==> src/hw/rtl/jsu_pkg.sv <==
// ----------------------------------------------------------------------------
// jsu_pkg
// Shared types, codes and decode helpers for the JSON string unescaper.
// ----------------------------------------------------------------------------
package jsu_pkg;

  // Default depth of the group queue between front and back
  localparam int unsigned QUEUE_DEPTH = 4;

  // Character codes
  localparam logic [7:0] CH_BSLASH = 8'h5C;
  localparam logic [7:0] CH_U      = 8'h75;
  localparam logic [7:0] CH_QUOTE  = 8'h22;
  localparam logic [7:0] CH_SLASH  = 8'h2F;
  localparam logic [7:0] CH_B      = 8'h62;
  localparam logic [7:0] CH_F      = 8'h66;
  localparam logic [7:0] CH_N      = 8'h6E;
  localparam logic [7:0] CH_R      = 8'h72;
  localparam logic [7:0] CH_T      = 8'h74;
  localparam logic [7:0] CTL_BS    = 8'h08;
  localparam logic [7:0] CTL_FF    = 8'h0C;
  localparam logic [7:0] CTL_LF    = 8'h0A;
  localparam logic [7:0] CTL_CR    = 8'h0D;
  localparam logic [7:0] CTL_TAB   = 8'h09;

  // Last position of the hex group (four bytes after backslash-u)
  localparam logic [1:0] HEX_LAST_POS = 2'd3;

  typedef enum logic [1:0] {
    MODE_NORMAL = 2'd0,
    MODE_ESCAPE = 2'd1,
    MODE_HEX    = 2'd2
  } mode_t;

  typedef struct packed {
    logic [7:0] in_byte;
    logic       in_last;
  } in_req_t;

  typedef struct packed {
    logic [7:0] out_byte;
    logic       byte_valid;
    logic       string_end;
  } out_req_t;

  // Bytes produced by one input request; cnt of zero with last set is an end marker
  typedef struct packed {
    logic            last;
    logic [1:0]      cnt;
    logic [2:0][7:0] bytes;
  } grp_t;

  typedef struct packed {
    logic full;
    logic empty;
  } q_stat_t;

  typedef struct packed {
    logic       ok;
    logic [3:0] val;
  } hex_t;

  typedef struct packed {
    logic [1:0]      cnt;
    logic [2:0][7:0] bytes;
  } utf8_t;

  function automatic hex_t hex_digit(input logic [7:0] c);
    hex_t h;
    h.ok  = 1'b1;
    h.val = 4'd0;
    if (c inside {[8'h30:8'h39]}) begin
      h.val = 4'(c - 8'h30);
    end else if (c inside {[8'h61:8'h66]}) begin
      h.val = 4'(c - 8'h57);
    end else if (c inside {[8'h41:8'h46]}) begin
      h.val = 4'(c - 8'h37);
    end else begin
      h.ok = 1'b0;
    end
    return h;
  endfunction

  function automatic utf8_t utf8_encode(input logic [15:0] v);
    utf8_t u;
    u.cnt   = 2'd0;
    u.bytes = '0;
    if (v == 16'd0) begin
      u.cnt = 2'd0;
    end else if (v < 16'h0080) begin
      u.cnt      = 2'd1;
      u.bytes[0] = v[7:0];
    end else if (v < 16'h0800) begin
      u.cnt      = 2'd2;
      u.bytes[0] = {3'b110, v[10:6]};
      u.bytes[1] = {2'b10, v[5:0]};
    end else begin
      u.cnt      = 2'd3;
      u.bytes[0] = {4'b1110, v[15:12]};
      u.bytes[1] = {2'b10, v[11:6]};
      u.bytes[2] = {2'b10, v[5:0]};
    end
    return u;
  endfunction

endpackage

==> src/hw/rtl/jsu_front.sv <==
// ----------------------------------------------------------------------------
// jsu_front
// Accepts escaped bytes, tracks escape state and classifies each request
// into a group of zero to three output bytes for the queue.
// ----------------------------------------------------------------------------
module jsu_front import jsu_pkg::*; (
  input  logic    clk,
  input  logic    rst_n,
  input  logic    in_valid,
  output logic    in_ready,
  input  in_req_t in_data,
  input  q_stat_t q_stat,
  output logic    push,
  output grp_t    push_grp
);

  mode_t       mode_r, mode_nxt;
  logic [1:0]  hex_cnt_r, hex_cnt_nxt;
  logic [15:0] hex_val_r, hex_val_nxt;
  logic        hex_stop_r, hex_stop_nxt;
  logic        accept;
  grp_t        grp;
  hex_t        hd;
  utf8_t       u8;
  logic [15:0] val_upd;

  assign in_ready = !q_stat.full;
  assign accept   = in_valid && in_ready;

  // Decode the byte against the current escape state
  always_comb begin
    mode_nxt     = mode_r;
    hex_cnt_nxt  = hex_cnt_r;
    hex_val_nxt  = hex_val_r;
    hex_stop_nxt = hex_stop_r;
    grp          = '0;
    grp.last     = in_data.in_last;
    hd           = hex_digit(in_data.in_byte);
    val_upd      = (!hex_stop_r && hd.ok) ? {hex_val_r[11:0], hd.val} : hex_val_r;
    u8           = utf8_encode(val_upd);
    case (mode_r)
      MODE_ESCAPE: begin
        if (in_data.in_byte == CH_U) begin
          mode_nxt     = MODE_HEX;
          hex_cnt_nxt  = 2'd0;
          hex_val_nxt  = 16'd0;
          hex_stop_nxt = 1'b0;
        end else begin
          mode_nxt = MODE_NORMAL;
          grp.cnt  = 2'd1;
          case (in_data.in_byte)
            CH_QUOTE:  grp.bytes[0] = CH_QUOTE;
            CH_BSLASH: grp.bytes[0] = CH_BSLASH;
            CH_SLASH:  grp.bytes[0] = CH_SLASH;
            CH_B:      grp.bytes[0] = CTL_BS;
            CH_F:      grp.bytes[0] = CTL_FF;
            CH_N:      grp.bytes[0] = CTL_LF;
            CH_R:      grp.bytes[0] = CTL_CR;
            CH_T:      grp.bytes[0] = CTL_TAB;
            default:   grp.cnt      = 2'd0;
          endcase
        end
      end
      MODE_HEX: begin
        hex_val_nxt  = val_upd;
        hex_stop_nxt = hex_stop_r || !hd.ok;
        if (hex_cnt_r == HEX_LAST_POS) begin
          grp.cnt      = u8.cnt;
          grp.bytes    = u8.bytes;
          mode_nxt     = MODE_NORMAL;
          hex_cnt_nxt  = 2'd0;
          hex_val_nxt  = 16'd0;
          hex_stop_nxt = 1'b0;
        end else begin
          hex_cnt_nxt = hex_cnt_r + 2'd1;
        end
      end
      default: begin
        if (in_data.in_byte == CH_BSLASH) begin
          mode_nxt = MODE_ESCAPE;
        end else begin
          grp.cnt      = 2'd1;
          grp.bytes[0] = in_data.in_byte;
        end
      end
    endcase
    // Drop any open escape at the end of a string
    if (in_data.in_last) begin
      mode_nxt     = MODE_NORMAL;
      hex_cnt_nxt  = 2'd0;
      hex_val_nxt  = 16'd0;
      hex_stop_nxt = 1'b0;
    end
  end

  assign push     = accept && (grp.cnt != 2'd0 || grp.last);
  assign push_grp = grp;

  // Advance escape state on each accepted request
  always_ff @(posedge clk) begin
    if (!rst_n) begin
      mode_r     <= MODE_NORMAL;
      hex_cnt_r  <= 2'd0;
      hex_val_r  <= 16'd0;
      hex_stop_r <= 1'b0;
    end else if (accept) begin
      mode_r     <= mode_nxt;
      hex_cnt_r  <= hex_cnt_nxt;
      hex_val_r  <= hex_val_nxt;
      hex_stop_r <= hex_stop_nxt;
    end
  end

endmodule

==> src/hw/rtl/jsu_queue.sv <==
// ----------------------------------------------------------------------------
// jsu_queue
// Short FIFO of byte groups between the front and the back.
// ----------------------------------------------------------------------------
module jsu_queue import jsu_pkg::*; #(
  parameter int unsigned DEPTH = QUEUE_DEPTH
) (
  input  logic    clk,
  input  logic    rst_n,
  input  logic    push,
  input  grp_t    push_grp,
  input  logic    pop,
  output grp_t    head,
  output q_stat_t q_stat
);

  localparam int unsigned PW = (DEPTH > 1) ? $clog2(DEPTH) : 1;
  localparam int unsigned CW = $clog2(DEPTH + 1);
  localparam logic [PW-1:0] PTR_MAX = PW'(DEPTH - 1);
  localparam logic [CW-1:0] CNT_MAX = CW'(DEPTH);

  grp_t          mem_r [DEPTH];
  logic [PW-1:0] wr_ptr_r, rd_ptr_r;
  logic [CW-1:0] cnt_r;

  assign head         = mem_r[rd_ptr_r];
  assign q_stat.full  = (cnt_r == CNT_MAX);
  assign q_stat.empty = (cnt_r == '0);

  // Store pushed groups
  always_ff @(posedge clk) begin
    if (push) begin
      mem_r[wr_ptr_r] <= push_grp;
    end
  end

  // Advance pointers and fill count
  always_ff @(posedge clk) begin
    if (!rst_n) begin
      wr_ptr_r <= '0;
      rd_ptr_r <= '0;
      cnt_r    <= '0;
    end else begin
      if (push) begin
        wr_ptr_r <= (wr_ptr_r == PTR_MAX) ? '0 : wr_ptr_r + PW'(1);
      end
      if (pop) begin
        rd_ptr_r <= (rd_ptr_r == PTR_MAX) ? '0 : rd_ptr_r + PW'(1);
      end
      if (push && !pop) begin
        cnt_r <= cnt_r + CW'(1);
      end else if (pop && !push) begin
        cnt_r <= cnt_r - CW'(1);
      end
    end
  end

endmodule

==> src/hw/rtl/jsu_back.sv <==
// ----------------------------------------------------------------------------
// jsu_back
// Splits queued groups into single result requests, one per cycle while
// out_ready is high, through an output register.
// ----------------------------------------------------------------------------
module jsu_back import jsu_pkg::*; (
  input  logic     clk,
  input  logic     rst_n,
  input  grp_t     head,
  input  q_stat_t  q_stat,
  output logic     pop,
  output logic     out_valid,
  input  logic     out_ready,
  output out_req_t out_data
);

  logic [1:0] idx_r, idx_nxt;
  logic       out_valid_r;
  out_req_t   out_data_r, item;
  logic [1:0] last_idx;
  logic       load;

  // Pick the current byte of the head group
  always_comb begin
    last_idx        = (head.cnt == 2'd0) ? 2'd0 : head.cnt - 2'd1;
    item.out_byte   = (head.cnt == 2'd0) ? 8'd0 : head.bytes[idx_r];
    item.byte_valid = (head.cnt != 2'd0);
    item.string_end = head.last && (idx_r == last_idx);
    load            = (!out_valid_r || out_ready) && !q_stat.empty;
    pop             = load && (idx_r == last_idx);
    idx_nxt         = pop ? 2'd0 : idx_r + 2'd1;
  end

  // Hold the result until taken, refill from the queue
  always_ff @(posedge clk) begin
    if (!rst_n) begin
      idx_r       <= 2'd0;
      out_valid_r <= 1'b0;
    end else begin
      if (load) begin
        idx_r <= idx_nxt;
      end
      if (load) begin
        out_valid_r <= 1'b1;
      end else if (out_ready) begin
        out_valid_r <= 1'b0;
      end
    end
  end

  always_ff @(posedge clk) begin
    if (load) begin
      out_data_r <= item;
    end
  end

  assign out_valid = out_valid_r;
  assign out_data  = out_data_r;

endmodule

==> src/hw/rtl/json_string_unescape.sv <==
// ----------------------------------------------------------------------------
// json_string_unescape
// Streaming unescaper for the bytes of a JSON string value.
// ----------------------------------------------------------------------------
// One escaped byte is taken per cycle whenever the group queue has room; each
// byte turns into zero to three unescaped bytes (backslash-u sends its value
// as UTF-8), and the result side sends one byte per cycle from its output
// register while out_ready is high. A byte that yields nothing gives no result,
// except the last byte of a string, which then gives one end marker with
// byte_valid low. When idle, a result passes the queue memory, then the output
// register. The output rate of one request per cycle while out_ready is high
// sets sustained throughput; the queue of QDEPTH groups absorbs multi-byte bursts.
module json_string_unescape import jsu_pkg::*; #(
  parameter int unsigned QDEPTH = QUEUE_DEPTH
) (
  input  logic     clk,
  input  logic     rst_n,
  input  logic     in_valid,
  output logic     in_ready,
  input  in_req_t  in_data,
  output logic     out_valid,
  input  logic     out_ready,
  output out_req_t out_data
);

  logic    push, pop;
  grp_t    push_grp, head;
  q_stat_t q_stat;

  jsu_front u_front (
    .clk      (clk),
    .rst_n    (rst_n),
    .in_valid (in_valid),
    .in_ready (in_ready),
    .in_data  (in_data),
    .q_stat   (q_stat),
    .push     (push),
    .push_grp (push_grp)
  );

  jsu_queue #(.DEPTH(QDEPTH)) u_queue (
    .clk      (clk),
    .rst_n    (rst_n),
    .push     (push),
    .push_grp (push_grp),
    .pop      (pop),
    .head     (head),
    .q_stat   (q_stat)
  );

  jsu_back u_back (
    .clk       (clk),
    .rst_n     (rst_n),
    .head      (head),
    .q_stat    (q_stat),
    .pop       (pop),
    .out_valid (out_valid),
    .out_ready (out_ready),
    .out_data  (out_data)
  );

  // An end marker without a byte only closes a string
  a_marker_ends: assert property (@(posedge clk) disable iff (!rst_n)
    out_valid && !out_data.byte_valid |-> out_data.string_end)
    else $error("result without byte is not a string end");

  // Never push into a full queue
  a_no_overflow: assert property (@(posedge clk) disable iff (!rst_n)
    push |-> !q_stat.full)
    else $error("group pushed into full queue");

  // Never pop an empty queue
  a_no_underflow: assert property (@(posedge clk) disable iff (!rst_n)
    pop |-> !q_stat.empty)
    else $error("group popped from empty queue");

endmodule

==> config.mk <==
export PLATFORM = sky130hd
export DESIGN_NAME = json_string_unescape
export DESIGN_NICKNAME = d
export VERILOG_FILES = /design/src/hw/rtl/jsu_pkg.sv /design/src/hw/rtl/jsu_front.sv /design/src/hw/rtl/jsu_queue.sv /design/src/hw/rtl/jsu_back.sv /design/src/hw/rtl/json_string_unescape.sv
export SDC_FILE = /design/constraint.sdc
export NUM_CORES = 1
export LEC_CHECK = 0
export BUFFER_PORTS_ARGS = -buffer_cell sky130_fd_sc_hd__clkbuf_2
export CELL_PAD_IN_SITES_DETAIL_PLACEMENT = 0
export CELL_PAD_IN_SITES_GLOBAL_PLACEMENT = 1
export CORE_MARGIN = 2
export CORE_UTILIZATION = 30
export CTS_BUF_LIST = sky130_fd_sc_hd__clkbuf_8
export CTS_CLUSTER_SIZE = 30
export DETAILED_ROUTE_END_ITERATION = 8
export PLACE_DENSITY_LB_ADDON = 0.1
export SYNTH_ARGS = -nofsm -noshare
export SYNTH_HDL_FRONTEND = slang
export SYNTH_SLANG_ARGS = --single-unit
==> constraint.sdc <==
create_clock -name clk -period 5.25 [get_ports clk]
set_input_delay 1.05 -clock clk [delete_from_list [all_inputs] [get_ports clk]]
set_output_delay 1.05 -clock clk [all_outputs]
set_load 0.03 [all_outputs]
; ---- After elaboration in Yosys (flattened, before gate mapping)
; Memories as Yosys holds them, arrays and structs flattened. A register that Yosys moved wholly into a read port is not among the register bits.
; Cells that the tools add are included.
[totals]
ff_bits = 41
mem_bits_rw = 108
input_bits = 13
output_inout_bits = 12
n_memories = 1
[op_classes]
add_sub_neg = 10
magnitude_cmp = 9
eq_ne = 18
n_mux = 56
n_reduce_logical = 33
[mem_list]
columns = name, words, width, rd, rd_ports_with_merged_regs, write_ports, line_no
row1 = u_queue.mem_r, 4, 27, 1, 1, 1, jsu_queue.sv:22  ; grp_t mem_r [DEPTH];
[op_table]
columns = op, n
row1 = 16-bit two-way mux, 6
row2 = "8-bit by 7-bit == test with 1-bit output, second input constant", 7
row3 = 7-bit case mux with 8 select lines, 1
row4 = 8-bit two-way mux, 5
row5 = 2-bit two-way mux, 16
row6 = 16-bit case mux with 2 select lines, 1
row7 = 26-bit two-way mux, 1
row8 = 24-bit two-way mux, 1
row9 = 8-bit binary-select mux with 2-bit select, 1
row10 = "8-bit by 6-bit == test with 1-bit output, second input constant", 2
row11 = "8-bit by 7-bit greater-or-equal comparator with 1-bit output, second input constant", 2
row12 = "8-bit by 7-bit less-or-equal comparator with 1-bit output, second input constant", 2
row13 = 16-bit zero test, 1
row14 = "16-bit by 12-bit less-than comparator with 1-bit output, second input constant", 1
row15 = "16-bit by 8-bit less-than comparator with 1-bit output, second input constant", 1
row16 = 8-bit case mux with 2 select lines, 1
row17 = 14-bit two-way mux, 1
row18 = 1-bit two-way mux, 13
row19 = 4-bit two-way mux, 3
row20 = 2-bit case mux with 2 select lines, 3
row21 = 1-bit logical AND, 11
row22 = "2-bit by 1-bit adder with 2-bit output, second input constant", 4
row23 = "2-bit == test, second input constant", 4
row24 = "8-bit by 6-bit greater-or-equal comparator with 1-bit output, second input constant", 1
row25 = 22 further kinds, 37

; ---- Depth between registers and ports, before layout
; Gate-level depths: netlist (run 1).
[depth]
depth_word = 20
depth_mapped = 15

; ---- Hierarchy
; Synthesis (run 1) repeated with hierarchy kept, for this count alone.
[hier_totals]
hier_cells = 542
area_unflattened_um2 = 7243.2
[by_module_without_submodules]
columns = module, instances, cells_per_inst, area_per_inst_um2, seq_area_each_um2
row1 = jsu_queue, 1, 185, 4401.7, 3423.3
row2 = jsu_front, 1, 286, 2115.8, 420.4
row3 = jsu_back, 1, 71, 725.7, 360.3

; ---- Least setup slack after synthesis (run 1)
; No wires, ideal clock.
[synth_timing]
path_type = input port to flip-flop
start = in in_data[1] in the netlist's numbering
end = reg u_queue.cnt_r[2]
arrival_time_ps = 4018
path_slack_ps = 1156
cell_stages = 14
path_buffers = 0
path_cell_list = inv_1 > ha_1 > nand3_1 > nor4b_1 > nor4_1 > a21oi_2 > a2111oi_4 > o22ai_4 > ha_1 > inv_1 > fa_1 > xor2_1 > or3_1 > a21boi_0
[synth_between]
elab_chain_len = 19
elab_cells_between_ends = 49
classes_between = 3 x add/sub / 8 x order compare / 9 x eq/ne / 16 x mux / 13 x reduce/logical
[synth_lines]
columns = element, line_no
row1 = start: declaration, json_string_unescape.sv:20  ; input in_req_t in_data,
row2 = 8-bit by 7-bit greater-or-equal comparator with 1-bit output / 8-bit by 7-bit less-or-equal comparator with 1-bit output (equally long branches), jsu_pkg.sv:76  ; end else if (c inside {[8'h41:8'h46]}) begin
row3 = 1-bit logical AND, jsu_pkg.sv:76
row4 = 1-bit two-way mux, jsu_pkg.sv:76
row5 = 1-bit two-way mux, jsu_pkg.sv:74  ; end else if (c inside {[8'h61:8'h66]}) begin
row6 = 1-bit two-way mux, jsu_pkg.sv:72  ; if (c inside {[8'h30:8'h39]}) begin
row7 = 1-bit logical AND, jsu_front.sv:39  ; val_upd = (!hex_stop_r && hd.ok) ? {hex_val_r[11:0], hd.val} : hex_val_r;
row8 = 16-bit two-way mux, jsu_front.sv:39
row9 = 16-bit by 12-bit less-than comparator with 1-bit output, jsu_pkg.sv:93  ; end else if (v < 16'h0800) begin
row10 = [... 4 more ...], n/a
row11 = 2-bit case mux with 2 select lines *, jsu_front.sv:41  ; case (mode_r)
row12 = 2-bit nonzero test *, jsu_front.sv:96  ; assign push = accept && (grp.cnt != 2'd0 || grp.last);
row13 = 1-bit logical OR *, jsu_front.sv:96
row14 = 1-bit logical AND *, jsu_front.sv:96
row15 = named net push, json_string_unescape.sv:26  ; logic push, pop;
row16 = 1-bit zero test, jsu_queue.sv:52  ; end else if (pop && !push) begin
row17 = 1-bit logical AND, jsu_queue.sv:52
row18 = 2-bit nonzero test (no line), n/a
row19 = end signal: assignment, jsu_queue.sv:51  ; cnt_r <= cnt_r + CW'(1);
row20 = end signal: assignment, jsu_queue.sv:53  ; cnt_r <= cnt_r - CW'(1);
row21 = end: declaration, jsu_queue.sv:24  ; logic [CW-1:0] cnt_r;
; Mark *: on every way through the listed nets, which the timed path passes. The rest lies on a longest branch.
; A chain may end at the register's enable or synchronous reset.

; ---- Final worst setup path (run 1)
; Ends and elaborated chain as after synthesis.

==> qor.csv, run 1 <==
metric;value;unit
hp-class;flop to flop;
rrSetupSlack;1.72;ns
holdBufCountCts;0;
ir_drop;0.1678;mV
yosysMostFrequentCell;edfxtp_1;
antenna_left;0;
drc;0;
die_h;155.1;um
total_power;3.226;mW
cts.path.max_buffers;2;
track_usage;15.07;%
synthXorXnorAreaFrac;0.3837;%
tightest_slew;0.8503;ns
place_area;7296;um2
cts_setup_buffers;0;
netlist.area_leader.share;46.48;%
syn_nets;563;
fin_crit;4.309;ns
diodes;0;
leakage;2.610;nW
core;22500;um2
timing.critical_path.buf_inv;3;
initial_utilization;30.43;%
yosysWarnings;0;
area_growth;12.81;%
async_flop_share;0;%
finalSetupTns;0;ns
ios;25;
clk_pin_slew;0.08;ns
ys_ff_latch;139;
htreeDepth;4;
die-area;24050;um2
yosys.area.top_type;edfxtp_1;
grt_pass1_wl;27160;um
cpLargestDelayFamily;compound AO/OA/AOI/OAI gates;
synth_top_family_by_area;simple AND/OR/NAND/NOR gates;
power.density;417.6;nW/um2
synth_ff_type;edfxtp_1;
crit_path_end_kind;flop;
synth_top_cells_by_count;edfxtp_1 (106), nor2_1 (47), nand2_1 (35), dfxtp_1 (33), mux4_2 (24);
overflow;0;
fmax;0.2321;GHz
crit_arrival;4.68;ns
port-buffer-count;24;
maxCapViolCount;0;
cts_tree;done;
routed_wl;17320;um
root_buffer;clkbuf_8;
grt_pass1_vias;4577;
finalNonFillerCells;863;
rsz0062_at_grt;no;
synthCells;536;
start_kind;input pin;
synth_compound_area_share;12.81;%
synth_adder_area_share;2.668;%
firstDrtPassIters;5;
vias;4432;
relSlewSlack;42.72;%
wl_per_cell;20.07;um
drive_above_1_share;20.59;%
synth.area.top_cells;edfxtp_1 (46%), dfxtp_1 (9.6%), mux4_2 (7.9%);
required;5.63;ns
clock_skew;0.01746;ns
clkSinkCount;139;
crit_chain;clkbuf_2 > inv_1 > ha_1 > o21bai_2 > a211oi_1 > or4_1 > nor2_1 > o21ai_1 > nand2_1 > o22ai_4 > ha_1 > inv_1 > fa_1 > xor2_1 > or3_1 > a21boi_0;
finalInstanceArea;7725;um2
dieWidth;155.1;um
insertion_delay;0.46;ns
fin_nets;592;
finalCritPeriodShare;82.08;%
dp.cells;831;
cts_resized;0;
status;finished, final reports clean;
synthSimpleGateAreaFrac;13.96;%
rows;55;
critical_path_class;input pin to flop;
critPathSlowestCell;a211oi_1;
hold_violations;0;
cts_buffers;17;
synth-seq-area-share;56.13;%
viasPerCell;5.136;
synth.distinct_cells;71;
antenna_found_initial;0;
synth_area_per_cell;12.78;um2
drv_slew;0;
critPathMaxStageDelay;0.44;ns
synthMuxAreaShare;11.31;%
netlist_area;6848;um2
crit_fanout;7;
fill_cells;2258;
gp_congestion;0.8247;
dp_hpwl;11960;um
drt_iter0_drc;289;
finalSetupViolations;0;
synth_edf_count;106;
grt_max_degree;34;
-- power breakdown --
part / total [mW] / internal, mW / switching (mW)
clock network: 0.941 / 0.450 / 0.492
logic: 0.854 / 0.348 / 0.505
registers: 1.43 / 1.36 / 0.0702
total: 3.23 / 2.16 / 1.07
-- worst reg2reg max path, cell delays in order (launching register included) --
cell and delay, ns:
dfxtp_2 0.43, buf_4 0.43, mux4_2 0.61, nand3_1 0.10
o21a_1 0.15, o21ai_1 0.13, nand2_1 0.23, ha_1 0.23
inv_1 0.07, fa_1 0.43, xor2_1 0.18, or3_1 0.31
a21boi_0 0.17
-- cell usage in the layout, fill, tap and decap left out, types with 12 or more instances in the layout --
cell      instances
dfxtp_1          32
nor2b_1          20
mux4_2           24
mux2i_1          20
clkbuf_8         17
a21oi_1          22
ha_1             13
inv_1            18
o21ai_0          17
and2_1           15
buf_4            12
edfxtp_1        106
a22oi_1          18
clkbuf_2         24
nand2_1          35
nor2_1           47
-- final cells by class --
cell class,instances,area [um2],share of cell area (%)
Clock buffer,17,234.0,3.029
Clock inverter,15,195.2,2.527
Inverter,18,67.56,0.8746
Multi-Input combinational cell,353,2816,36.46
Sequential cell,139,3845,49.77
Tap cell,285,356.6,4.616
Timing Repair Buffer,36,210.2,2.721
-- flip-flops by register name, indices dropped and copies added, names as in the netlist, named ones only --
signal,flops
u_back.out_data,10
u_back.out_valid,1
u_queue.cnt_r,3
u_front.hex_cnt_r,2
u_back.idx_r,2
u_queue.rd_ptr_r,2
u_front.hex_val_r,16
u_queue.mem_r,96
u_front.mode_r,2
u_front.hex_stop_r,1
u_queue.wr_ptr_r,2
-- kinds of logic after synthesis --
logic type	Yosys count
DFF	139
buffers and inverters	44
adders and majority gates	14
xor gates and xnor gates	3
AOI/OAI and AO/OA	116
muxes	47
and+or+nand+nor	173
-- metal layers --
metal  vias up  wire length [um]  global-route usage, %
met3        27               531                  3.315
met2        70              8315                  24.95
met5         -                 0                      0
li1       2100                 -                      -
met1      2235              8121                  19.77
met4         0               355                  4.674
-- metrics by stage --
step / utilization [%] / hold slack (ns) / setup WS (ns)
floorplan: - / 0.4677 / 1.156
global placement: 32.42 / 0.4678 / 0.6644
detailed placement: 32.42 / 0.4862 / 0.4726
CTS: 34.33 / 0.5001 / 0.9550
global route: 34.33 / 0.5214 / 0.6592
finish: 34.33 / 0.4914 / 0.9410
-- final timing paths --
kind	start	end	cells past startpoint
max	in_data[1]	u_queue.cnt_r[2]$_SDFFE_PN0P_	16
min	u_back.out_valid$_SDFFE_PN0P_	u_back.out_valid$_SDFFE_PN0P_	2
max reg2reg	flop	u_queue.cnt_r[2]$_SDFFE_PN0P_	12
min reg2reg	u_back.out_valid$_SDFFE_PN0P_	u_back.out_valid$_SDFFE_PN0P_	2
(Power assumes the default switching activity.)
==> run 2, diff against run 1 <==
Clock period 5.25 ns to 3.6 ns, I/O delays scaled along.
==> run 2 against run 1 <==
Net effect: flip-flop and latch count did not move; core utilization rose by 2.7 points; highest routed layer unchanged; largest power group unchanged; setup slack got worse by 0.77 ns.
==> qor.csv, run 2 (synthesis results as in run 1) <==
metric;value;unit
largest_reg_flops;96;
root_buffer;clkbuf_8;
top_register;u_queue.mem_r;
seqCellArea;3845;um2
grt_pass1_vias;4876;
dp_hpwl;13060;um
setup_ws;0.1734;ns
port-buffer-count;24;
cts_resized;0;
firstDrtPassIters;4;
dp.cells;901;
status;finished, final reports clean;
die-area;24050;um2
ios;25;
drive_above_1_share;31.08;%
crit_path_end_kind;flop;
ir_drop;0.2096;mV
routed_wl;17980;um
drt_iter0_drc;257;
final_core_util;37.08;%
grt_pass1_wl;28520;um
overflow;0;
final_cell_mix;edfxtp_1 (106), buf_4 (79), nor2_1 (47), nand2_1 (34), dfxtp_1 (32);
cts.path.max_buffers;2;
fin_crit;3.427;ns
holdBufCountCts;0;
finalNonFillerCells;935;
final_common_cell;edfxtp_1;
crit_chain;clkbuf_2 > clkinvlp_4 > ha_4 > nor2_1 > a2111oi_4 > and3b_2 > o31ai_2 > o22ai_2 > a2111oi_4 > o22ai_4 > ha_2 > inv_1 > fa_2 > xor2_1 > or3_1 > a21boi_1;
cts_tree;done;
hp-class;flop to flop;
grt_max_degree;34;
initial_utilization;30.43;%
critPathSlowestCell;a2111oi_4;
cpLargestDelayFamily;compound AO/OA/AOI/OAI gates;
rsz0062_at_grt;no;
maxCapViolCount;0;
timing.critical_path.buf_inv;3;
power.density;557.1;nW/um2
drc;0;
leakage;2.943;nW
area_growth;21.83;%
hold_violations;0;
fin_nets;664;
cp_common_cell;a2111oi_4;
finalSetupViolations;0;
clkSinkCount;139;
crit_arrival;3.80;ns
antenna_found_initial;0;
antenna_left;0;
diodes;0;
relSlewSlack;44.75;%
dieWidth;155.1;um
whs;0.4897;ns
drv_slew;0;
required;3.97;ns
rows;55;
crit_fanout;4;
start_kind;input pin;
htreeDepth;4;
insertion_delay;0.44;ns
finalCritPeriodShare;95.18;%
rrSetupSlack;0.42;ns
wl_per_cell;19.23;um
track_usage;15.81;%
clk_pin_slew;0.09;ns
viasPerCell;5.067;
vias;4738;
finalSetupTns;0;ns
critPathMaxStageDelay;0.41;ns
multi_input_area;2899;um2
cts_buffers;17;
gp_congestion;0.8364;
tightest_slew;0.8287;ns
clock_skew;0.01713;ns
die_h;155.1;um
fmax;0.2918;GHz
core;22500;um2
critical_path_class;input pin to flop;
fill_cells;2206;
pre_cts_ws;-0.4156;ns
## run 2: cell types whose count changed in the layout (fill, tap and decap cells not counted), sizes merged
cell      change
clkinv        +3
bufinv        -1
buf          +72
clkinvlp      +3
inv           -5
## run 2: timing repair
item,in CTS,in global routing
buffers inserted,0,2
endpoints found under the setup margin,0,1
endpoints found under the hold margin,0,0
## run 2: path summary, 6_finish.rpt
check | to | cells after the start | start
min | u_back.out_valid$_SDFFE_PN0P_ | 2 | u_back.out_valid$_SDFFE_PN0P_
max reg2reg | u_queue.cnt_r[2]$_SDFFE_PN0P_ | 12 | u_front.hex_val_r[15]$_SDFFE_PN0P_
min reg2reg | u_back.out_valid$_SDFFE_PN0P_ | 2 | u_back.out_valid$_SDFFE_PN0P_
max | u_queue.cnt_r[2]$_SDFFE_PN0P_ | 16 | in_data[2]
## run 2: layout make-up
class | count | area share, %
clock inverters | 15 | 1.485
repair buffers | 108 | 9.748
well taps | 285 | 4.274
clock buffers | 17 | 2.804
flip-flops and latches | 139 | 46.09
multi-input cells | 353 | 34.75
inverters | 18 | 0.8548
## run 2: worst register-to-register path: cells and delay by family, from the launching register on
kind | cells | cell delay (ns)
and+or+nand+nor | 4 | 1.48
AOI/OAI and AO/OA | 4 | 0.77
adders and majority gates | 2 | 0.40
DFF | 1 | 0.33
buffers and inverters | 1 | 0.08
xor gates and xnor gates | 1 | 0.07
## run 2: per-layer routing
| layer | track usage, % | wire length (um) |
|---|---|---|
| met4 | 3.968 | 161 |
| met1 | 20.50 | 8248 |
| met5 | 0 | 0 |
| met3 | 2.869 | 497 |
| met2 | 27.39 | 9074 |
## run 2: through the flow
stage	area (um2)	total power [mW]
after floorplan	6934	3.053
after global placement	7970	3.528
after detailed placement	7970	3.556
after CTS	8328	4.730
after global routing	8343	4.937
final	8343	4.648
## run 2: report_power, final
part	switching, mW	leakage (nW)	internal, mW
sequential	0.100	1.28	1.98
clock	0.625	0.185	0.545
combinational	0.773	1.48	0.622
